## src/pdx_pkg.sv

```systemverilog
// Package: shared types, constants and pixel functions of the depth expander.
`timescale 1ns / 1ps
package pdx_pkg;

	localparam int SRC_W       = 16;
	localparam int DEST_W      = 64;
	localparam int PIX_W       = 8;
	localparam int LINE_W      = 13;
	localparam int CFG_IDX_W   = 2;
	localparam int CFG_DATA_W  = 13;
	localparam int MODE_W      = 3;
	localparam int OP_W        = 3;
	localparam int LANE_W      = 3;
	localparam int QDEPTH      = 2;
	localparam int QCNT_W      = 2;

	localparam logic [LINE_W-1:0] MAX_LINE_PIXELS = LINE_W'(4096);
	localparam logic [LINE_W-1:0] LINE_RESET      = LINE_W'(640);

	// Register indexes
	localparam logic [CFG_IDX_W-1:0] REG_DEPTH_MODE  = 2'd0;
	localparam logic [CFG_IDX_W-1:0] REG_TRANSFER_OP = 2'd1;
	localparam logic [CFG_IDX_W-1:0] REG_LINE_PIXELS = 2'd2;

	// Depth codes
	localparam logic [MODE_W-1:0] DEPTH_1BIT  = 3'd0;
	localparam logic [MODE_W-1:0] DEPTH_2BIT  = 3'd1;
	localparam logic [MODE_W-1:0] DEPTH_4BIT  = 3'd2;
	localparam logic [MODE_W-1:0] DEPTH_8BIT  = 3'd3;
	localparam logic [MODE_W-1:0] DEPTH_RGB16 = 3'd4;
	localparam logic [MODE_W-1:0] DEPTH_RESET = DEPTH_8BIT;

	// Transfer operation codes
	localparam logic [OP_W-1:0] OP_COPY    = 3'd0;
	localparam logic [OP_W-1:0] OP_OR      = 3'd1;
	localparam logic [OP_W-1:0] OP_XOR     = 3'd2;
	localparam logic [OP_W-1:0] OP_ANDNOT  = 3'd3;
	localparam logic [OP_W-1:0] OP_NOT     = 3'd4;
	localparam logic [OP_W-1:0] OP_ORNOT   = 3'd5;
	localparam logic [OP_W-1:0] OP_XORNOT  = 3'd6;
	localparam logic [OP_W-1:0] OP_AND     = 3'd7;

	// Log2 of pixel width in the indexed modes
	typedef enum logic [1:0] {
		LOG_1BIT = 2'd0,
		LOG_2BIT = 2'd1,
		LOG_4BIT = 2'd2,
		LOG_8BIT = 2'd3
	} pix_log_t;

	// Classified word handed from front to back
	typedef struct packed {
		logic [SRC_W-1:0]  word;
		logic [DEST_W-1:0] dest;
		logic              rgb;
		pix_log_t          plog;
		logic [OP_W-1:0]   op;
	} job_t;

	// Line length control from the register file to the back end
	typedef struct packed {
		logic              reload;
		logic [LINE_W-1:0] len;
	} line_ctl_t;

	typedef struct packed {
		logic [QCNT_W-1:0] count;
	} queue_stat_t;

	typedef struct packed {
		logic [LINE_W-1:0] pixels_left;
	} back_stat_t;

	// Clamp a written line length to 1..MAX_LINE_PIXELS
	function automatic logic [LINE_W-1:0] line_length(input logic [CFG_DATA_W-1:0] n);
		logic [LINE_W-1:0] r;
		r = LINE_W'(n);
		if (r == '0)
			r = LINE_W'(1);
		else if (r > MAX_LINE_PIXELS)
			r = MAX_LINE_PIXELS;
		return r;
	endfunction

	// Raster transfer of source pixel s onto destination byte d
	function automatic logic [PIX_W-1:0] merge(input logic [OP_W-1:0] op,
		input logic [PIX_W-1:0] s, input logic [PIX_W-1:0] d);
		logic [PIX_W-1:0] r;
		case (op)
			OP_OR:     r = d | s;
			OP_XOR:    r = d ^ s;
			OP_ANDNOT: r = d & ~s;
			OP_NOT:    r = ~s;
			OP_ORNOT:  r = d | ~s;
			OP_XORNOT: r = d ^ ~s;
			OP_AND:    r = d & s;
			default:   r = s;
		endcase
		return r;
	endfunction

	// Widen a 5-bit component by copying its top bits into the low bits
	function automatic logic [PIX_W-1:0] widen5(input logic [4:0] c);
		return {c, c[4:2]};
	endfunction

endpackage

```

## src/pdx_if.sv

```systemverilog
// Interfaces: source word, pixel result and configuration write channels.
`timescale 1ns / 1ps
interface pdx_in_if;
	logic                         valid;
	logic                         ready;
	logic [pdx_pkg::SRC_W-1:0]    source_word;
	logic [pdx_pkg::DEST_W-1:0]   dest_pixels;

	modport source (output valid, source_word, dest_pixels, input ready);
	modport sink   (input valid, source_word, dest_pixels, output ready);
endinterface

interface pdx_out_if;
	logic                         valid;
	logic                         ready;
	logic [pdx_pkg::PIX_W-1:0]    pixel_index;
	logic [pdx_pkg::PIX_W-1:0]    red;
	logic [pdx_pkg::PIX_W-1:0]    green;
	logic [pdx_pkg::PIX_W-1:0]    blue;
	logic                         end_of_line;
	logic                         last;

	modport source (output valid, pixel_index, red, green, blue, end_of_line, last,
		input ready);
	modport sink   (input valid, pixel_index, red, green, blue, end_of_line, last,
		output ready);
endinterface

interface pdx_cfg_if;
	logic                           valid;
	logic                           ready;
	logic [pdx_pkg::CFG_IDX_W-1:0]  index;
	logic [pdx_pkg::CFG_DATA_W-1:0] data;

	modport source (output valid, index, data, input ready);
	modport sink   (input valid, index, data, output ready);
endinterface

```

## src/pdx_front.sv

```systemverilog
// Front end: register file, input transfer and word classification.
`timescale 1ns / 1ps
module pdx_front (
	input  logic                 clk,
	input  logic                 arst_n,
	pdx_in_if.sink               pix_in,
	pdx_cfg_if.sink              cfg,
	input  logic                 q_full,
	output logic                 push,
	output pdx_pkg::job_t        push_job,
	output pdx_pkg::line_ctl_t   line_ctl
);
	import pdx_pkg::*;

	logic [MODE_W-1:0] depth_mode_q;
	logic [OP_W-1:0]   transfer_op_q;
	logic [LINE_W-1:0] line_len_q;
	logic              cfg_wr;

	// Register writes are always taken
	assign cfg.ready = 1'b1;
	assign cfg_wr    = cfg.valid && cfg.ready;

	always_ff @(posedge clk or negedge arst_n) begin
		if (!arst_n) begin
			depth_mode_q  <= DEPTH_RESET;
			transfer_op_q <= OP_COPY;
			line_len_q    <= LINE_RESET;
		end else if (cfg_wr) begin
			case (cfg.index)
				REG_DEPTH_MODE:  depth_mode_q  <= cfg.data[MODE_W-1:0];
				REG_TRANSFER_OP: transfer_op_q <= cfg.data[OP_W-1:0];
				REG_LINE_PIXELS: line_len_q    <= line_length(cfg.data);
				default: ;
			endcase
		end
	end

	// A line length write restarts the line in the back end
	assign line_ctl.reload = cfg_wr && (cfg.index == REG_LINE_PIXELS);
	assign line_ctl.len    = line_length(cfg.data);

	// Accept a word whenever the queue has room
	assign pix_in.ready = !q_full;
	assign push         = pix_in.valid && pix_in.ready;

	// Classify the word by depth; unused codes and rgb run as one 8-bit lane
	always_comb begin
		push_job.word = pix_in.source_word;
		push_job.dest = pix_in.dest_pixels;
		push_job.op   = transfer_op_q;
		push_job.rgb  = 1'b0;
		case (depth_mode_q)
			DEPTH_1BIT:  push_job.plog = LOG_1BIT;
			DEPTH_2BIT:  push_job.plog = LOG_2BIT;
			DEPTH_4BIT:  push_job.plog = LOG_4BIT;
			DEPTH_RGB16: begin
				push_job.plog = LOG_8BIT;
				push_job.rgb  = 1'b1;
			end
			default:     push_job.plog = LOG_8BIT;
		endcase
	end

endmodule

```

## src/pdx_queue.sv

```systemverilog
// Two-entry job queue between the front and back ends.
`timescale 1ns / 1ps
module pdx_queue (
	input  logic                  clk,
	input  logic                  arst_n,
	input  logic                  push,
	input  pdx_pkg::job_t         push_job,
	output logic                  full,
	input  logic                  pop,
	output logic                  head_valid,
	output pdx_pkg::job_t         head,
	output pdx_pkg::queue_stat_t  stat
);
	import pdx_pkg::*;

	job_t              entry_q [QDEPTH];
	logic              wr_ptr_q;
	logic              rd_ptr_q;
	logic [QCNT_W-1:0] count_q;

	assign full       = (count_q == QCNT_W'(QDEPTH));
	assign head_valid = (count_q != '0);
	assign head       = entry_q[rd_ptr_q];
	assign stat.count = count_q;

	// Store payload on push
	always_ff @(posedge clk) begin
		if (push)
			entry_q[wr_ptr_q] <= push_job;
	end

	// Advance pointers and occupancy
	always_ff @(posedge clk or negedge arst_n) begin
		if (!arst_n) begin
			wr_ptr_q <= 1'b0;
			rd_ptr_q <= 1'b0;
			count_q  <= '0;
		end else begin
			if (push)
				wr_ptr_q <= !wr_ptr_q;
			if (pop)
				rd_ptr_q <= !rd_ptr_q;
			if (push && !pop)
				count_q <= count_q + QCNT_W'(1);
			else if (pop && !push)
				count_q <= count_q - QCNT_W'(1);
		end
	end

endmodule

```

## src/pdx_back.sv

```systemverilog
// Back end: pixel sequencer, line counter and output register.
`timescale 1ns / 1ps
module pdx_back (
	input  logic                 clk,
	input  logic                 arst_n,
	input  logic                 head_valid,
	input  pdx_pkg::job_t        head,
	output logic                 pop,
	input  pdx_pkg::line_ctl_t   line_ctl,
	pdx_out_if.source            pix_out,
	output pdx_pkg::back_stat_t  stat
);
	import pdx_pkg::*;

	logic [LANE_W-1:0] lane_q;
	logic [LINE_W-1:0] pixels_left_q;
	logic [LINE_W-1:0] line_len_q;
	logic              out_valid_q;
	logic [PIX_W-1:0]  pixel_index_q;
	logic [PIX_W-1:0]  red_q;
	logic [PIX_W-1:0]  green_q;
	logic [PIX_W-1:0]  blue_q;
	logic              eol_q;
	logic              last_q;

	logic              advance;
	logic              fire;
	logic              eol;
	logic              lane_last;
	logic              is_last;
	logic [LANE_W-1:0] last_lane;
	logic [PIX_W-1:0]  shifted;
	logic [PIX_W-1:0]  src_pix;
	logic [PIX_W-1:0]  dst_pix;

	assign advance = !out_valid_q || pix_out.ready;
	assign fire    = head_valid && advance;
	assign eol     = (pixels_left_q == LINE_W'(1));

	// Pick the lane's source bits, leftmost pixel first
	always_comb begin
		shifted = head.word[PIX_W-1:0] << (lane_q << head.plog);
		case (head.plog)
			LOG_1BIT: begin
				src_pix   = {7'd0, shifted[7]};
				last_lane = 3'd7;
			end
			LOG_2BIT: begin
				src_pix   = {6'd0, shifted[7:6]};
				last_lane = 3'd3;
			end
			LOG_4BIT: begin
				src_pix   = {4'd0, shifted[7:4]};
				last_lane = 3'd1;
			end
			default: begin
				src_pix   = shifted;
				last_lane = 3'd0;
			end
		endcase
	end

	assign dst_pix   = head.dest[{lane_q, 3'b000} +: PIX_W];
	assign lane_last = (lane_q == last_lane);
	assign is_last   = eol || lane_last;
	assign pop       = fire && is_last;

	// Step through the lanes of the head word
	always_ff @(posedge clk or negedge arst_n) begin
		if (!arst_n)
			lane_q <= '0;
		else if (fire)
			lane_q <= is_last ? '0 : lane_q + LANE_W'(1);
	end

	// Count down the line; reload on a length write or at end of line
	always_ff @(posedge clk or negedge arst_n) begin
		if (!arst_n) begin
			pixels_left_q <= LINE_RESET;
			line_len_q    <= LINE_RESET;
		end else if (line_ctl.reload) begin
			pixels_left_q <= line_ctl.len;
			line_len_q    <= line_ctl.len;
		end else if (fire) begin
			pixels_left_q <= eol ? line_len_q : pixels_left_q - LINE_W'(1);
		end
	end

	// Hold the result until the sink takes it
	always_ff @(posedge clk or negedge arst_n) begin
		if (!arst_n)
			out_valid_q <= 1'b0;
		else if (advance)
			out_valid_q <= head_valid;
	end

	always_ff @(posedge clk) begin
		if (fire) begin
			pixel_index_q <= head.rgb ? '0 : merge(head.op, src_pix, dst_pix);
			red_q         <= head.rgb ? widen5(head.word[14:10]) : '0;
			green_q       <= head.rgb ? widen5(head.word[9:5]) : '0;
			blue_q        <= head.rgb ? widen5(head.word[4:0]) : '0;
			eol_q         <= eol;
			last_q        <= is_last;
		end
	end

	assign pix_out.valid       = out_valid_q;
	assign pix_out.pixel_index = pixel_index_q;
	assign pix_out.red         = red_q;
	assign pix_out.green       = green_q;
	assign pix_out.blue        = blue_q;
	assign pix_out.end_of_line = eol_q;
	assign pix_out.last        = last_q;
	assign stat.pixels_left    = pixels_left_q;

endmodule

```

## src/pixel_depth_expand_raster_op_top.sv

```systemverilog
// Top level: packed pixel depth expander with raster transfer operation.
// A word passes the queue entry, then its pixels pass the output register.
// Throughput: one pixel per cycle while the sink is ready; the lane sequencer
// makes 8, 4, 2 or 1 pixels per word (1, 2, 4, 8-bit, rgb), fewer at line end.
// A two-entry queue lets the next word transfer while the current one drains.
// Reset (arst_n low) loads depth 8-bit, copy, 640-pixel line; queue empty.
`timescale 1ns / 1ps
module pixel_depth_expand_raster_op_top (
	input  logic       clk,
	input  logic       arst_n,
	pdx_in_if.sink     pix_in,
	pdx_out_if.source  pix_out,
	pdx_cfg_if.sink    cfg
);
	import pdx_pkg::*;

	logic        push;
	job_t        push_job;
	logic        q_full;
	logic        pop;
	logic        head_valid;
	job_t        head;
	line_ctl_t   line_ctl;
	queue_stat_t q_stat;
	back_stat_t  b_stat;

	pdx_front u_front (
		.clk      (clk),
		.arst_n   (arst_n),
		.pix_in   (pix_in),
		.cfg      (cfg),
		.q_full   (q_full),
		.push     (push),
		.push_job (push_job),
		.line_ctl (line_ctl)
	);

	pdx_queue u_queue (
		.clk        (clk),
		.arst_n     (arst_n),
		.push       (push),
		.push_job   (push_job),
		.full       (q_full),
		.pop        (pop),
		.head_valid (head_valid),
		.head       (head),
		.stat       (q_stat)
	);

	pdx_back u_back (
		.clk        (clk),
		.arst_n     (arst_n),
		.head_valid (head_valid),
		.head       (head),
		.pop        (pop),
		.line_ctl   (line_ctl),
		.pix_out    (pix_out),
		.stat       (b_stat)
	);

	// End of line always closes the word's results
	a_eol_last: assert property (@(posedge clk) disable iff (!arst_n)
		pix_out.valid && pix_out.end_of_line |-> pix_out.last)
		else $error("end_of_line without last");

	// Queue never overflows or pops when empty
	a_queue_bounds: assert property (@(posedge clk) disable iff (!arst_n)
		(q_stat.count <= QCNT_W'(QDEPTH)) && !(pop && q_stat.count == '0))
		else $error("queue occupancy out of range");

	// Line counter stays within 1..MAX_LINE_PIXELS
	a_line_count: assert property (@(posedge clk) disable iff (!arst_n)
		(b_stat.pixels_left != '0) && (b_stat.pixels_left <= MAX_LINE_PIXELS))
		else $error("pixels_left out of range");

	// A line end reloads the counter on the next cycle unless a write intervenes
	a_eol_reload: assert property (@(posedge clk) disable iff (!arst_n)
		pop && head_valid && (b_stat.pixels_left == LINE_W'(1)) && !line_ctl.reload
		|=> b_stat.pixels_left != '0)
		else $error("line counter not reloaded at end of line");

endmodule
```

## src/flat_wrapper.sv

```systemverilog
// flat-port wrapper written by rule: the top's interface ports become plain ports
module pixel_depth_expand_raster_op_top_flat import pdx_pkg::*;
  (clk, arst_n, pix_in_valid, pix_in_source_word, pix_in_dest_pixels, pix_in_ready, pix_out_valid, pix_out_pixel_index, pix_out_red, pix_out_green, pix_out_blue, pix_out_end_of_line, pix_out_last, pix_out_ready, cfg_valid, cfg_index, cfg_data, cfg_ready);
  pdx_in_if pix_in_i ();
  pdx_out_if pix_out_i ();
  pdx_cfg_if cfg_i ();
  input  logic clk;
  input  logic arst_n;
  input wire logic [$bits(pix_in_i.valid)-1:0] pix_in_valid;
  input wire logic [$bits(pix_in_i.source_word)-1:0] pix_in_source_word;
  input wire logic [$bits(pix_in_i.dest_pixels)-1:0] pix_in_dest_pixels;
  output wire logic [$bits(pix_in_i.ready)-1:0] pix_in_ready;
  output wire logic [$bits(pix_out_i.valid)-1:0] pix_out_valid;
  output wire logic [$bits(pix_out_i.pixel_index)-1:0] pix_out_pixel_index;
  output wire logic [$bits(pix_out_i.red)-1:0] pix_out_red;
  output wire logic [$bits(pix_out_i.green)-1:0] pix_out_green;
  output wire logic [$bits(pix_out_i.blue)-1:0] pix_out_blue;
  output wire logic [$bits(pix_out_i.end_of_line)-1:0] pix_out_end_of_line;
  output wire logic [$bits(pix_out_i.last)-1:0] pix_out_last;
  input wire logic [$bits(pix_out_i.ready)-1:0] pix_out_ready;
  input wire logic [$bits(cfg_i.valid)-1:0] cfg_valid;
  input wire logic [$bits(cfg_i.index)-1:0] cfg_index;
  input wire logic [$bits(cfg_i.data)-1:0] cfg_data;
  output wire logic [$bits(cfg_i.ready)-1:0] cfg_ready;
  assign pix_in_i.valid = pix_in_valid;
  assign pix_in_i.source_word = pix_in_source_word;
  assign pix_in_i.dest_pixels = pix_in_dest_pixels;
  assign pix_in_ready = pix_in_i.ready;
  assign pix_out_valid = pix_out_i.valid;
  assign pix_out_pixel_index = pix_out_i.pixel_index;
  assign pix_out_red = pix_out_i.red;
  assign pix_out_green = pix_out_i.green;
  assign pix_out_blue = pix_out_i.blue;
  assign pix_out_end_of_line = pix_out_i.end_of_line;
  assign pix_out_last = pix_out_i.last;
  assign pix_out_i.ready = pix_out_ready;
  assign cfg_i.valid = cfg_valid;
  assign cfg_i.index = cfg_index;
  assign cfg_i.data = cfg_data;
  assign cfg_ready = cfg_i.ready;
  pixel_depth_expand_raster_op_top u_core (.clk(clk), .arst_n(arst_n), .pix_in(pix_in_i), .pix_out(pix_out_i), .cfg(cfg_i));
endmodule
```

## config.mk

```make
export PLATFORM = sky130hd
export DESIGN_NAME = pixel_depth_expand_raster_op_top_flat
export DESIGN_NICKNAME = d
export VERILOG_FILES = /design/src/pdx_pkg.sv /design/src/pdx_if.sv /design/src/pdx_front.sv /design/src/pdx_queue.sv /design/src/pdx_back.sv /design/src/pixel_depth_expand_raster_op_top.sv /design/src/flat_wrapper.sv
export SDC_FILE = /design/constraint.sdc
export NUM_CORES = 1
export LEC_CHECK = 0
export BUFFER_PORTS_ARGS = -buffer_cell sky130_fd_sc_hd__buf_2
export CAP_MARGIN = 20
export CORE_MARGIN = 4
export CORE_UTILIZATION = 57
export DETAILED_ROUTE_END_ITERATION = 16
export PLACE_DENSITY = 0.89
export RECOVER_POWER = 50
export SLEW_MARGIN = 0
export SYNTH_ARGS = -nofsm -noshare
export SYNTH_HDL_FRONTEND = slang
export SYNTH_SLANG_ARGS = --single-unit
```

## constraint.sdc

```tcl
create_clock -name clk -period 5.7 [get_ports clk]
set_input_delay 0 -clock clk [delete_from_list [all_inputs] [get_ports clk]]
set_output_delay 0 -clock clk [all_outputs]
set_load 0.02 [all_outputs]
```

Word level (Yosys, flattened, before mapping) --
Memories as Yosys holds them, arrays and structs flattened. Cells that the tools add are included.
Word-level totals: bits of input ports 100, register bits after elaboration 74, logic and storage cells 86, latch bits 0, output and inout port bits 37, memories kept 1, memory bits (writable) 172, ROM bits 0
Memories:
- u_core.u_queue.entry_q | depth 2, width 86, rd ports 1, clocked after memory_dff 0, wr ports 1, RTL line pdx_queue.sv:16 | job_t entry_q [QDEPTH];
Cells by class: multipliers 0, $add $sub $neg 4, $lt $le $gt $ge 1, bitwise logic cells 7, multiplexer cells 15, shifts and indexed selects 3, reductions and logical operators 23, divide/modulo/power cells 0, equality and inequality tests 17
Operators with widths (count):
- $mux 13 | 5
- $shiftx 64x7->8 | 1
- $pmux 8 s7 | 1
- $pmux 8 s3 | 1
- $and 8x8->8 | 2
- $or 8x8->8 | 2
- $xor 8x8->8 | 2
- $eq 3x3->1 const B | 5
- $eq 13x1->1 const B | 1
- $gt 13x13->1 const B | 1
- $logic_not 13->1 | 1
- $sub 13x1->13 const B | 1
- $eq 3x2->1 const B | 3
- $pmux 3 s3 | 1
- $not 8->8 | 1
- $shl 8x3->8 | 1
- $eq 2x2->1 const B | 3
- $eq 3x1->1 const B | 2
- $logic_and 1x1->1 | 6
- $logic_not 1->1 | 6
- $pmux 2 s3 | 1
- $reduce_bool 2->1 | 3
- $eq 2x1->1 const B | 2
- $logic_not 2->1 | 2
- other kinds (11) | 16

Longest topological paths before layout --
Gate-level depths: netlist (run 1). An unclocked memory read counts as a cell.
word-level depth 9, mapped depth 12, gate-level depth less buffers 10

Hierarchy --
A second synthesis (run 1) with hierarchy kept.
Unflattened totals: cells, all modules 789, area total of the unflattened synthesis 11264.6 µm²
Modules (own cells, without submodules):
- pdx_queue | instances 1, area an instance 6516.2 µm², sequential area each 5265.0 µm², cells an instance 284
- pdx_back | instances 1, area an instance 3744.8 µm², sequential area each 1506.4 µm², cells an instance 385
- pdx_front | instances 1, area an instance 1003.5 µm², sequential area each 152.6 µm², cells an instance 120

Least setup slack after synthesis (run 1) --
OpenSTA, ideal clock, no wires.
kind register to register, start point register u_core.u_queue.count_q[0], in the netlist u_core.u_queue.stat[0], end point memory u_core.u_queue.entry_q[0][0] (netlist bit), enable pin, period minus slack after synthesis 4.897 ns, buffers on the path 0, data required time 5.171 ns, setup time 0.529 ns, cell stages (with the launch flop) 4, arrival time 4.368 ns, setup slack 0.803 ns, path through dfrtp_1 nand2b_1 nand2_1 nor2_1
Between the ends: cells in the longest elaborated chain, start to end 5
RTL lines:
- start, declared | RTL line pdx_queue.sv:19 | logic [QCNT_W-1:0] count_q;
- start signal, assigned | RTL line pdx_queue.sv:44 | count_q <= count_q + QCNT_W'(1);
- start signal, assigned | RTL line pdx_queue.sv:46 | count_q <= count_q - QCNT_W'(1);
- $eq 2x2->1 | RTL line pdx_queue.sv:21 | assign full = (count_q == QCNT_W'(QDEPTH));
- $logic_not 1->1 | RTL line pdx_front.sv:44 | assign pix_in.ready = !q_full;
- net pix_in_ready | RTL line flat_wrapper.sv:12 | output wire logic [$bits(pix_in_i.ready)-1:0] pix_in_ready;
- $logic_and 1x1->1 | RTL line pdx_front.sv:45 | assign push = pix_in.valid && pix_in.ready;
- $mux 1 | RTL line pdx_queue.sv:28 | if (push)
- $mux 1 (not written as such) | RTL line pdx_queue.sv:29 | entry_q[wr_ptr_q] <= push_job;
- end, declared | RTL line pdx_queue.sv:16
The timed path passes the listed nets, and every way through them passes these cells.

Worst setup path in the final report (run 1) --
start point register u_core.u_back.lane_q[0], end point register u_core.u_back.pixel_index_q[0], in the netlist u_core.u_back.pix_out.pixel_index[0], data pin
Between the ends: cells in the longest elaborated chain, start to end 6, elaborated cells between the ends (all ways) 12, those cells by class shift: 3; mux: 2; bitwise: 7
RTL lines:
- start, declared | RTL line pdx_back.sv:15 | logic [LANE_W-1:0] lane_q;
- start signal, assigned | RTL line pdx_back.sv:73 | lane_q <= is_last ? '0 : lane_q + LANE_W'(1);
- $shl 3x2->3 | RTL line pdx_back.sv:42 | shifted = head.word[PIX_W-1:0] << (lane_q << head.plog);
- $shl 8x3->8 | RTL line pdx_back.sv:42
- $pmux 8 s3 | RTL line pdx_back.sv:43 | case (head.plog)
- $not 8->8
- $xor 8x8->8 (tied with other cells) | RTL line pdx_pkg.sv:95 | OP_XORNOT: r = d ^ ~s;
- $pmux 8 s7 (*) | RTL line pdx_pkg.sv:89 | case (op)
- end signal, assigned | RTL line pdx_back.sv:99 | pixel_index_q <= head.rgb ? '0 : merge(head.op, src_pix, dst_pix);
- end, declared | RTL line pdx_back.sv:19 | logic [PIX_W-1:0] pixel_index_q;
Mark *: on every way between the ends. The rest lies on a longest branch, timed or not. A chain may end at the register's enable or synchronous reset.

==> results.txt, run 1 <==
The share of synthesized area occupied by flip-flops and latches came out at 0.678. The core region is 0.0174 sq mm. Of the available clock period, the critical path in the final layout requires 0.574. The netlist uses 54 different library cells. The number of global-route vias before repair came to between 6000 and 7000. The internal portion of the total power is roughly 4.3 mW. Setup repair after global routing left no endpoint under its margin. The combinational share of power came out at 0.337.

The level count of the clock H-tree came out at 1. The net count of the mapped netlist is 760. The final reports fail on capacitance limit, slew limit. The worst-case clock buffer depth is 3.

The total die area came out at about 0.020 sq mm. The cell class contributing the biggest share of worst-path delay is simple AND/OR/NAND/NOR gates. The number of pins with negative max-slew slack in the final report was slightly above 40. The synthesized design contains about 240 register bits. The worst setup slack before clock tree synthesis came out at about 2.5 ns.

The sequential cell fraction of total power came out at 0.422. The gate count after technology mapping came out at between 600 and 700. The signal on the critical path passes through buf_4 -> nor3b_2 -> mux2i_1 -> a211oi_1 -> nor2_1 -> nor3_1 -> o311a_1 -> a21o_1 -> nand2_1. The relative contribution of the clock network to total power came out at 0.241. The I/O pin total came out at around 140. The classification of the worst setup path is register to register.

The number of design rule violations left after detail routing came out at 0. From left edge to right edge, the die measures about 140 um. The static leakage is around 4.5 nW. The clock period minus final worst setup slack is roughly 3.3 ns. At the end of routability-driven placement, the weighted congestion stood at about 0.87.

The number of vias after detailed routing came out at 6586. The delay of the slowest critical-path stage came out at between 0.6 and 0.7 ns. The largest driver fanout on the critical path is 48.

The length of the first detailed-routing pass in iterations is 5. The detail-routed net length per standard cell came out at 20.0 um. Among all flip-flop cells after synthesis, the most frequent one is sky130_fd_sc_hd__edfxtp_1.

The vertical die dimension is around 140 um. The master cell of the clock root buffer is sky130_fd_sc_hd__clkbuf_16. The slew of the pin with the lowest slew margin came out at between 2 and 2.5 ns. Clock-pin slew was measured on the worst setup and hold paths at roughly 0.06 ns.

The number of buffer and inverter instances along the worst setup path came out at 1. The net count reported at finish is a little under 1000. Max-cap violations in this run came to 1. The warning count from the yosys run is 0. The vias per cell is a little under 6. Across every metal layer, demand over resource in global routing totals 0.229. The data required time at the worst endpoint came out at about 6.0 ns.

The first-pass GRT wire length came out at about 36 mm. Of the total power, the share spent switching nets is 0.334. IR analysis of the VDD net gives a maximum drop of roughly 0.36 mV. The synthesized netlist occupies a cell area of roughly 0.01 sq mm. In this run the power density over the cells is slightly above 500 mW/mm^2.

The half-perimeter wire length after placement came out at approximately 12 mm. The layout cell share with drive strength beyond 1 is 0.169. The number of synthesized flops with an enable pin is a little under 200. The number of antenna violations at the first check in global routing is 1. The largest clock skew in the final design is roughly 0.016 ns. The analysis attributes to net switching a power of about 2.2 mW.

Total power for the finished layout comes to between 6 and 7 mW. The CTS buffer count is 24. The post-synthesis async set-or-reset flop share is 0.170. The initial standard-cell utilization of the core is 0.583.

The final setup violation count came out at 0. The post-cts resize count is 0. The worst hold path belongs to the class primary input to register. The cell row count is 48.

The largest net degree at the start of global routing is 83. The worst setup margin is ~2.4 ns. The flow ran to the end, but the final reports show violations. The relative slew slack is -0.426.

The total clock sinks came out at 235. STA classifies the critical path startpoint as a register. The slowest stage of the critical path belongs to the cell sky130_fd_sc_hd__nor3b_2. The global route total overflow is 0. The arrival time of data at the critical path endpoint came out at between 3 and 4 ns. The core utilization of the finished layout came out at 0.725. The average footprint of a synthesized cell is 15.4 sq um. Clock latency on the worst-skew pair, taken at its later pin, is 0.50 ns. The final number of hold-violating endpoints came out at 0. The first-iteration detailed-routing DRC count came out at 766. Derived from the worst setup path, the maximum achievable clock frequency is between 300 and 400 MHz. The area added between synthesis and finish is 24.3%. The count of antenna-violating nets left after detailed routing came out at 0. The CTS tree is built. STA classifies the critical path endpoint as a register. The final layout contains routed wiring with a total length of 22.6 mm. The number of buffers inserted by port buffering came out at 134. The setup TNS came out at 0 ns.
==> power by group through the flow <==
| stage | registers [mW] | clock network [mW] | logic [mW] |
|---|---|---|---|
| after detailed placement | 2.76 | 0 | 2.11 |
| after global routing | 2.79 | 1.68 | 2.38 |
| after CTS | 2.74 | 1.59 | 2.20 |
| after floorplan | 2.75 | 0 | 1.67 |
| final | 2.74 | 1.56 | 2.19 |
| after global placement | 2.73 | 0 | 2.06 |
==> path summary, 6_finish.rpt <==
path | start | to | slack [ns] | cells past startpoint
worst min register to register | u_core.u_back.line_len_q[9] | u_core.u_back.line_len_q[9] | 0.46 | 2
max in group asynchronous | arst_n | u_core.u_queue.rd_ptr_q | 3.50 | 2
worst max-delay path | u_core.u_back.lane_q[0] | u_core.u_back.pix_out.pixel_index[0] | 2.43 | 9
min in group asynchronous | arst_n | u_core.u_queue.wr_ptr_q | 0.69 | 2
worst min-delay path | pix_in_dest_pixels[39] | u_core.u_queue.entry_q[0][45] | 0.23 | 2
worst max register to register | u_core.u_back.lane_q[0] | u_core.u_back.pix_out.pixel_index[0] | 2.43 | 9
==> routing by layer <==
layer | up-vias | track usage | part of all wire
met5 | - | 0 | 0
met4 | 0 | 0.0775 | 0.036
met3 | 74 | 0.0309 | 0.065
met2 | 321 | 0.399 | 0.52
met1 | 3227 | 0.298 | 0.38
li1 | 2964 | - | -
==> state kept, by name (all words and copies together) (netlist names) <==
| name | count |
|---|---|
| u_core.u_back.lane_q | 3 |
| u_core.u_back.line_len_q | 13 |
| u_core.u_back.pix_out.blue | 5 |
| u_core.u_back.pix_out.end_of_line | 1 |
| u_core.u_back.pix_out.green | 5 |
| u_core.u_back.pix_out.last | 1 |
| u_core.u_back.pix_out.pixel_index | 8 |
| u_core.u_back.pix_out.red | 5 |
| u_core.u_back.pix_out.valid | 1 |
| u_core.u_back.stat | 13 |
| u_core.u_front.depth_mode_q | 3 |
| u_core.u_front.transfer_op_q | 3 |
| u_core.u_queue.entry_q | 170 |
| u_core.u_queue.rd_ptr_q | 1 |
| u_core.u_queue.stat | 2 |
| u_core.u_queue.wr_ptr_q | 1 |
==> Yosys cell counts (all sizes together) (4+ instances only) <==
cell,n,area share
dfstp,6,0.016
nand3,5,0.0025
a211oi,8,0.0074
inv,6,0.0022
clkbuf,10,0.0037
ha,4,0.0049
nor3,9,0.0045
nand2b,4,0.0025
dfrtp,34,0.084
nand2,74,0.027
a21oi,31,0.015
xnor2,11,0.0095
edfxtp,195,0.58
or2,4,0.0025
mux4,40,0.089
xor2,8,0.0069
mux2i,32,0.033
nand4,4,0.0025
nor2,51,0.019
nor3b,8,0.0084
buf,28,0.023
o21ai,35,0.017
mux2,12,0.013
nor4,6,0.0037
==> area by class of cell <==
cell class | count | area, sq um
diodes | 1 | 2.50
clock buffers | 31 | 668
clock inverters | 10 | 123
fillers | 1051 | 4770
inverters | 7 | 26.3
multi-input cells | 376 | 2970
flip-flops and latches | 235 | 6870
well taps | 225 | 282
repair buffers | 243 | 1640
==> repair_timing <==
action                                 in CTS  in global routing
endpoints found under the hold margin     229                  0
hold buffers                              101                  0
setup buffers                               0                  0
==> kinds of logic (layout without fill, tap and decap cells) <==
| family | after synthesis | after routing | synth area share |
|---|---|---|---|
| AOI/OAI and AO/OA | 95 | 95 | 0.0570 |
| xor gates and xnor gates | 19 | 19 | 0.0164 |
| adders and majority gates | 4 | 4 | 0.00495 |
| buffers and inverters | 45 | 291 | 0.0292 |
| DFF | 235 | 235 | 0.678 |
| muxes | 84 | 84 | 0.135 |
| other | 1 | 2 | 0.000371 |
| and+or+nand+nor | 173 | 173 | 0.0785 |
==> placed cells by master, fill, tap and decap left out, types with 5 or more instances in the layout <==
cell type and n:
sky130_fd_sc_hd__a211oi_1 5, sky130_fd_sc_hd__inv_1 5, sky130_fd_sc_hd__edfxtp_1 195, sky130_fd_sc_hd__xnor2_1 11
sky130_fd_sc_hd__clkinv_1 5, sky130_fd_sc_hd__dfstp_2 6, sky130_fd_sc_hd__mux2i_1 30, sky130_fd_sc_hd__a21oi_1 31
sky130_fd_sc_hd__nor2_1 50, sky130_fd_sc_hd__clkbuf_1 103, sky130_fd_sc_hd__o21ai_0 23, sky130_fd_sc_hd__nand3_1 5
sky130_fd_sc_hd__buf_2 33, sky130_fd_sc_hd__nand2_1 74, sky130_fd_sc_hd__dfrtp_1 32, sky130_fd_sc_hd__mux4_2 40
sky130_fd_sc_hd__nor4_1 6, sky130_fd_sc_hd__clkbuf_16 25, sky130_fd_sc_hd__buf_4 6, sky130_fd_sc_hd__xor2_1 8
sky130_fd_sc_hd__dlygate4sd3_1 101, sky130_fd_sc_hd__mux2_2 11, sky130_fd_sc_hd__nor3_1 9, sky130_fd_sc_hd__o21ai_1 12
sky130_fd_sc_hd__nor3b_2 5
==> per-stage QoR <==
| stage | std cells | hold WS, ns | instance area [sq um] |
|---|---|---|---|
| after global placement | 983 | 0.164 | 10900 |
| after global routing | 1128 | 0.217 | 12600 |
| after detailed placement | 983 | 0.164 | 10900 |
| final | 1128 | 0.225 | 12600 |
| after floorplan | 656 | -0.296 | 10100 |
| after CTS | 1125 | 0.166 | 12700 |
(Power assumes the default switching activity.)
==> inputs of run 2 (changes only) <==
==> constraint.sdc (replaced) <==
create_clock -name clk -period 3.35 [get_ports clk]
set_input_delay 0 -clock clk [delete_from_list [all_inputs] [get_ports clk]]
set_output_delay 0 -clock clk [all_outputs]
set_load 0.02 [all_outputs]
==> results.txt, run 2 (synthesis results as in run 1) <==
The total clock sinks was 235 (unchanged). The number of pins with negative max-slew slack in the final report came out at 41 (unchanged). The number of flip-flops in the largest register is 170 (unchanged). The area added between synthesis and finish came out at 25.5%.

STA classifies the critical path endpoint as a register. The min-delay analysis places its worst path in the category primary input to register. The number of antenna diodes came out at 0 (-1). The number of post-CTS setup repair buffers came out at 0 (unchanged). The checks that failed: capacitance limit, slew limit.

The total routed wirelength is 24.3 mm (+7.9%). The final weighted congestion in routability-driven placement came out at 0.846 (-3.1%). The CTS buffer count came out at 24 (unchanged). The met1 track utilization from global routing came to 0.312 (+0.0135). The library cells used most frequently in the layout, excluding fill and tap cells, are sky130_fd_sc_hd__edfxtp_1 (195), sky130_fd_sc_hd__clkbuf_1 (102), sky130_fd_sc_hd__dlygate4sd3_1 (101). The layout cell share with drive strength beyond 1 was 0.177 (+0.00802).

The worst setup path is launched from a register. The number of buffers inserted by port buffering is 134 (unchanged). The cell row count is 48 (unchanged).

The static leakage is 4.57 nW (+1.4%). The worst-case clock buffer depth came out at 3 (unchanged). The met2 track demand over resource in global routing came out at 0.437 (+0.0381). The floorplan core area is 0.0174 sq mm (unchanged). The power density over cell area came to 891 mW/mm^2 (+72%). The number of antenna violations at the first check in global routing came out at 0 (-1).

The met3 track utilization from global routing is 0.0315 (+0.000678). The slew of the pin with the lowest slew margin is 2.20 ns (+0.0631 ns). The level count of the clock H-tree is 1 (unchanged). The largest net degree at the start of global routing came out at 47 (-43%). The arrival time of data at the critical path endpoint came out at 3.18 ns (-0.34 ns). The worst hold path terminates at u_core.u_queue.entry_q[0][45].

The number of filler cells placed in the layout is 1038 (-1.2%). The clock period minus final worst setup slack came to 2.93 ns (-0.345 ns). The first-iteration detailed-routing DRC count is 731 (-4.6%). The depth of the most critical reg-to-reg path came out at 8 (-1). The first-pass GRT wire length is 38.4 mm (+6.7%). The count of antenna-violating nets left after detailed routing came out at 0 (unchanged). The relative slew slack came out at -0.468 (-0.0421). The number of cells on the worst hold path came out at 2 (unchanged). TritonCTS built the clock tree. The global router's overall resource usage came out at 0.246 (+0.0168). In this run the critical register-to-register path is launched from u_core.u_back.lane_q[0].

The length of the first detailed-routing pass in iterations came out at 6 (+1). The register-to-register setup slack came out at 0.42 ns (-2.00 ns). The final number of hold-violating endpoints came out at 0 (unchanged). The worst min-delay path startpoint is pix_in_dest_pixels[39]. The half-perimeter wire length after placement came out at 13.6 mm (+9.2%). The max-capacitance violation count came out at 1 (unchanged). The largest driver fanout on the critical path is 27 (-44%). The detail-routed net length per standard cell is 21.4 um (+7.0%). The worst vdd rail ir drop came out at 0.678 mV (+90%). The number of global-route vias before repair came out at 7074 (+5.2%). The most common cell after layout, fill and taps aside is sky130_fd_sc_hd__edfxtp_1. The critical path in this run is classified as register to register.

The number of vias after detailed routing came out at 6776 (+2.9%). The clock edge transition at the registers on the reported setup and hold paths is 0.06 ns (about the same). The final setup violation count came out at 0 (unchanged).

The terminus of the critical flop-to-flop path is u_core.u_back.pix_out.pixel_index[4]. The core utilization of the finished layout is 0.732 (+0.00685). The data required time at the worst endpoint came out at 3.60 ns (-2.35 ns). The vias per cell is 5.96 (+2.1%). The net count reported at finish is 998 (+0.71%).

The global route total overflow came to 0 (unchanged). The worst hold slack across all endpoints came out at 0.219 ns (-0.00686 ns). The maximum frequency from static timing analysis is 341 MHz (+12%). The latest clock arrival within the worst-skew pair is 0.51 ns (about the same). Counting flops per register, the top entry is u_core.u_queue.entry_q.

The root buffer cell chosen for the clock tree is sky130_fd_sc_hd__clkbuf_16. Setup repair after global routing left no endpoint under its margin. The initial standard-cell utilization of the core is 0.583 (unchanged).

The total die area is 0.0200 sq mm (unchanged). The die width is 141 um (unchanged). The global routing stage identified its most utilized layer as met2. The I/O pin total is 137 (unchanged).

The number of design rule violations left after detail routing is 0 (unchanged). The run finished, with violations left. The portion of the clock cycle consumed by the worst path in the final layout is 0.874 (+0.300). The largest clock skew in the final design was 0.0112 ns (-0.00443 ns).

The vertical die dimension was 141 um (unchanged). The setup TNS is 0 ns (unchanged).
==> run 2: cell count changes in the layout (fill, tap and decap cells not counted), sizes merged <==
cell | previous run | this run
buf | 41 | 46
bufinv | 3 | 1
clkbuf | 132 | 134
clkinv | 7 | 12
clkinvlp | 1 | 0
diode | 1 | 0
inv | 6 | 7
==> run 2: routing by layer <==
metal	wire length, um	vias up	part of all wire
li1	-	2972	-
met1	8830	3356	0.36
met2	12900	368	0.53
met3	1640	80	0.067
met4	1020	0	0.042
met5	0	-	0
==> run 2: worst max-delay path by stage <==
| stage | startpoint | end | slack [ns] | cells after the start |
|---|---|---|---|---|
| after floorplan | u_core.u_queue.stat[0] | u_core.u_queue.entry_q[1][0] | 0.15 | 2 |
| after global placement | u_core.u_queue.rd_ptr_q | u_core.u_queue.stat[1] | 0.71 | 9 |
| after detailed placement | u_core.u_back.lane_q[0] | u_core.u_back.pix_out.pixel_index[0] | 0.65 | 9 |
| after CTS | u_core.u_back.lane_q[0] | u_core.u_back.pix_out.pixel_index[0] | 0.55 | 9 |
| after global routing | u_core.u_queue.rd_ptr_q | u_core.u_queue.stat[1] | 0.28 | 8 |
| final | u_core.u_back.lane_q[0] | u_core.u_back.pix_out.pixel_index[4] | 0.42 | 8 |
==> run 2: area by class of cell <==
cell class | count | area, sq um | area share
Sequential cell | 235 | 6870 | 0.541
Multi-Input combinational cell | 376 | 2980 | 0.234
Timing Repair Buffer | 250 | 1720 | 0.135
Clock buffer | 31 | 742 | 0.0584
Tap cell | 225 | 282 | 0.0222
Clock inverter | 13 | 90.1 | 0.00709
Inverter | 7 | 26.3 | 0.00207
==> run 2: critical path: stages, from the launching register on <==
cell	delay, ns
sky130_fd_sc_hd__dfrtp_2	0.39
sky130_fd_sc_hd__buf_4	0.35
sky130_fd_sc_hd__nor3b_2	0.51
sky130_fd_sc_hd__nor3_1	0.10
sky130_fd_sc_hd__a211oi_1	0.54
sky130_fd_sc_hd__nand2_1	0.17
sky130_fd_sc_hd__xor2_1	0.27
sky130_fd_sc_hd__o211ai_1	0.14
sky130_fd_sc_hd__nor3b_2	0.18
==> run 2: per-stage QoR <==
stage / cell area, sq um / setup WS (ns) / total power, mW / cells
after CTS: 12800 / 0.555 / 11.3 / 1137
after global placement: 11000 / 0.710 / 8.26 / 992
after global routing: 12700 / 0.279 / 11.9 / 1137
final: 12700 / 0.421 / 11.3 / 1137
after detailed placement: 11000 / 0.649 / 8.45 / 992
after floorplan: 10100 / 0.151 / 7.50 / 656
==> run 2: where the power goes <==
part	leakage [nW]	internal (mW)	total (mW)	switching (mW)
clock network	0.414	1.64	2.74	1.10
registers	2.31	4.15	4.60	0.458
logic	1.85	1.66	3.97	2.32
total	4.57	7.44	11.3	3.87
==> run 2: repair_timing <==
action                    4_1_cts  5_1_grt
hold endpoints to repair      226        0
hold buffers                  101        0
gates resized for setup         0        0
==> inputs of run 3 (changes only) <==
==> constraint.sdc (replaced) <==
create_clock -name clk -period 3.1 [get_ports clk]
set_input_delay 0 -clock clk [delete_from_list [all_inputs] [get_ports clk]]
set_output_delay 0 -clock clk [all_outputs]
set_load 0.02 [all_outputs]
==> results.txt, run 3 (synthesis results as in run 1) <==
The I/O pin total is 137 (unchanged). The number of flip-flops in the largest register came to 170 (unchanged). The post-cts resize count was 0 (unchanged). The vias per cell is 5.89 (-1.2%). The total clock sinks is 235 (unchanged). The total routed wirelength was 24.0 mm (-1.5%). The number of antenna violations at the first check in global routing was 0 (unchanged).

The final reports fail on capacitance limit, slew limit. The CTS buffer count is 24 (unchanged). The largest clock skew in the final design came out at 0.0136 ns (+0.00238 ns). The global route total overflow is 0 (unchanged).

The vertical die dimension was 141 um (unchanged). TritonCTS built the clock tree. The largest net degree at the start of global routing is 41 (-13%). The clock edge transition at the registers on the reported setup and hold paths is 0.06 ns (about the same). The length of the first detailed-routing pass in iterations is 8 (+2). The maximum frequency from static timing analysis came out at 344 MHz (+0.63%).

The number of antenna diodes is 0 (unchanged). The max-capacitance violation count came out at 2 (+1). The classification of the worst setup path is register to register.

The initial standard-cell utilization of the core is 0.583 (unchanged). The net count reported at finish is 1005 (+0.70%). The count of antenna-violating nets left after detailed routing came out at 0 (unchanged).

The arrival time of data at the critical path endpoint is 3.18 ns (about the same). The data required time at the worst endpoint was 3.37 ns (-0.23 ns). The clock period minus final worst setup slack is 2.91 ns (-0.0184 ns).

The worst vdd rail ir drop came out at 0.564 mV (-17%). The static leakage was 4.58 nW (+0.30%). The worst hold slack across all endpoints is 0.229 ns (+0.0108 ns).

The worst setup margin is 0.190 ns (-0.232 ns). The cell row count is 48 (unchanged). The layout cell share with drive strength beyond 1 was 0.178 (+0.00102).

u_core.u_queue.entry_q holds more flip-flops than any other register. The number of pins with negative max-slew slack in the final report came out at 72 (+76%). The worst setup slack before clock tree synthesis came out at 0.435 ns (-0.214 ns). The die width is 141 um (unchanged).

The power after layout came out at 12.3 mW (+8.8%). The floorplan core area was 0.0174 sq mm (unchanged). The detail-routed net length per standard cell came out at 21.0 um (-2.0%). The first-iteration detailed-routing DRC count came out at 736 (+0.68%). The number of vias after detailed routing came out at 6729 (-0.69%). The first-pass GRT wire length is 37.9 mm (-1.3%). Setup repair after global routing left no endpoint under its margin. The worst setup path is launched from a register. The number of post-CTS setup repair buffers was 0 (unchanged). The tree is rooted in a sky130_fd_sc_hd__clkbuf_16. The portion of the clock cycle consumed by the worst path in the final layout is 0.939 (+0.0646). The setup TNS came out at 0 ns (unchanged). The number of buffers inserted for hold repair after clock tree synthesis is 101 (unchanged). The power density over cell area is 967 mW/mm^2 (+8.5%). The total die area was 0.0200 sq mm (unchanged). The number of design rule violations left after detail routing came out at 0 (unchanged). The number of buffers inserted by port buffering came out at 134 (unchanged). The global router's overall resource usage came out at 0.242 (-0.00324). Relative to the synthesized area, the layout overhead comes to 25.9%. In the layout the commonest cells are sky130_fd_sc_hd__edfxtp_1 (195), sky130_fd_sc_hd__clkbuf_1 (106), sky130_fd_sc_hd__dlygate4sd3_1 (101). The final weighted congestion in routability-driven placement is 0.900 (+6.4%). The latest clock arrival within the worst-skew pair is 0.51 ns (about the same). The final number of hold-violating endpoints came out at 0 (unchanged). The flow ran to the end, but the final reports show violations.

The final setup violation count is 0 (unchanged). Leaving out fill and tap cells, the most frequent cell in the layout is sky130_fd_sc_hd__edfxtp_1. The worst-case clock buffer depth is 3 (unchanged). The level count of the clock H-tree came out at 1 (unchanged). The slew of the pin with the lowest slew margin was 2.08 ns (-0.118 ns). The half-perimeter wire length after placement came out at 14.0 mm (+2.6%). The largest driver fanout on the critical path came out at 22 (-19%). The number of global-route vias before repair is 7010 (-0.90%). The min-delay analysis places its worst path in the category primary input to register.

The relative slew slack is -0.389 (+0.0788). The worst setup path is captured at a register.
run 3: worst paths after layout:
path / startpoint / end / slack, ns / cells after the start
hold / removal: pix_in_dest_pixels[61] / u_core.u_queue.entry_q[1][67] / 0.23 / 2
hold reg to reg: u_core.u_front.transfer_op_q[1] / u_core.u_queue.entry_q[1][1] / 0.47 / 0
setup / recovery: u_core.u_queue.rd_ptr_q / u_core.u_back.pix_out.pixel_index[0] / 0.19 / 9
max in group asynchronous: arst_n / u_core.u_queue.rd_ptr_q / 0.98 / 2
min in group asynchronous: arst_n / u_core.u_back.line_len_q[11] / 0.66 / 2
setup reg to reg: u_core.u_queue.rd_ptr_q / u_core.u_back.pix_out.pixel_index[0] / 0.19 / 9
run 3: cell type report:
type | instances | area [sq um]
sequential | 235 | 6870
fill | 1069 | 4620
multi-input combinational | 376 | 2980
timing repair buffer | 257 | 1780
clock buffer | 28 | 637
tap | 225 | 282
clock inverter | 15 | 171
inverter | 7 | 26.3
run 3: routing by layer:
metal	routed length (um)	share of wire	GRT usage	vias to the layer above
met5	0	0	0	-
met4	1040	0.043	0.0887	0
li1	-	-	-	2993
met1	8680	0.36	0.298	3280
met2	12700	0.53	0.439	368
met3	1570	0.066	0.0312	88
run 3: stage by stage:
stage	area, sq um	instances	util
finish	12700	1143	0.734
global route	12700	1143	0.734
CTS	12900	1143	0.742
detailed placement	11100	999	0.637
global placement	11100	999	0.637
floorplan	10100	656	-
run 3: power breakdown:
part | switching (mW) | total (mW) | internal (mW)
sequential | 0.436 | 4.92 | 4.48
combinational | 2.59 | 4.43 | 1.84
clock | 1.17 | 2.97 | 1.80
run 3: critical path, stage by stage (launching register included):
cell and delay, ns:
sky130_fd_sc_hd__dfrtp_4 0.47, sky130_fd_sc_hd__buf_4 0.29, sky130_fd_sc_hd__buf_4 0.36, sky130_fd_sc_hd__nor3_1 0.10, sky130_fd_sc_hd__a211oi_1 0.63, sky130_fd_sc_hd__o32a_1 0.29
sky130_fd_sc_hd__o22a_1 0.17, sky130_fd_sc_hd__o311a_1 0.20, sky130_fd_sc_hd__a21o_1 0.11, sky130_fd_sc_hd__nand2_1 0.05
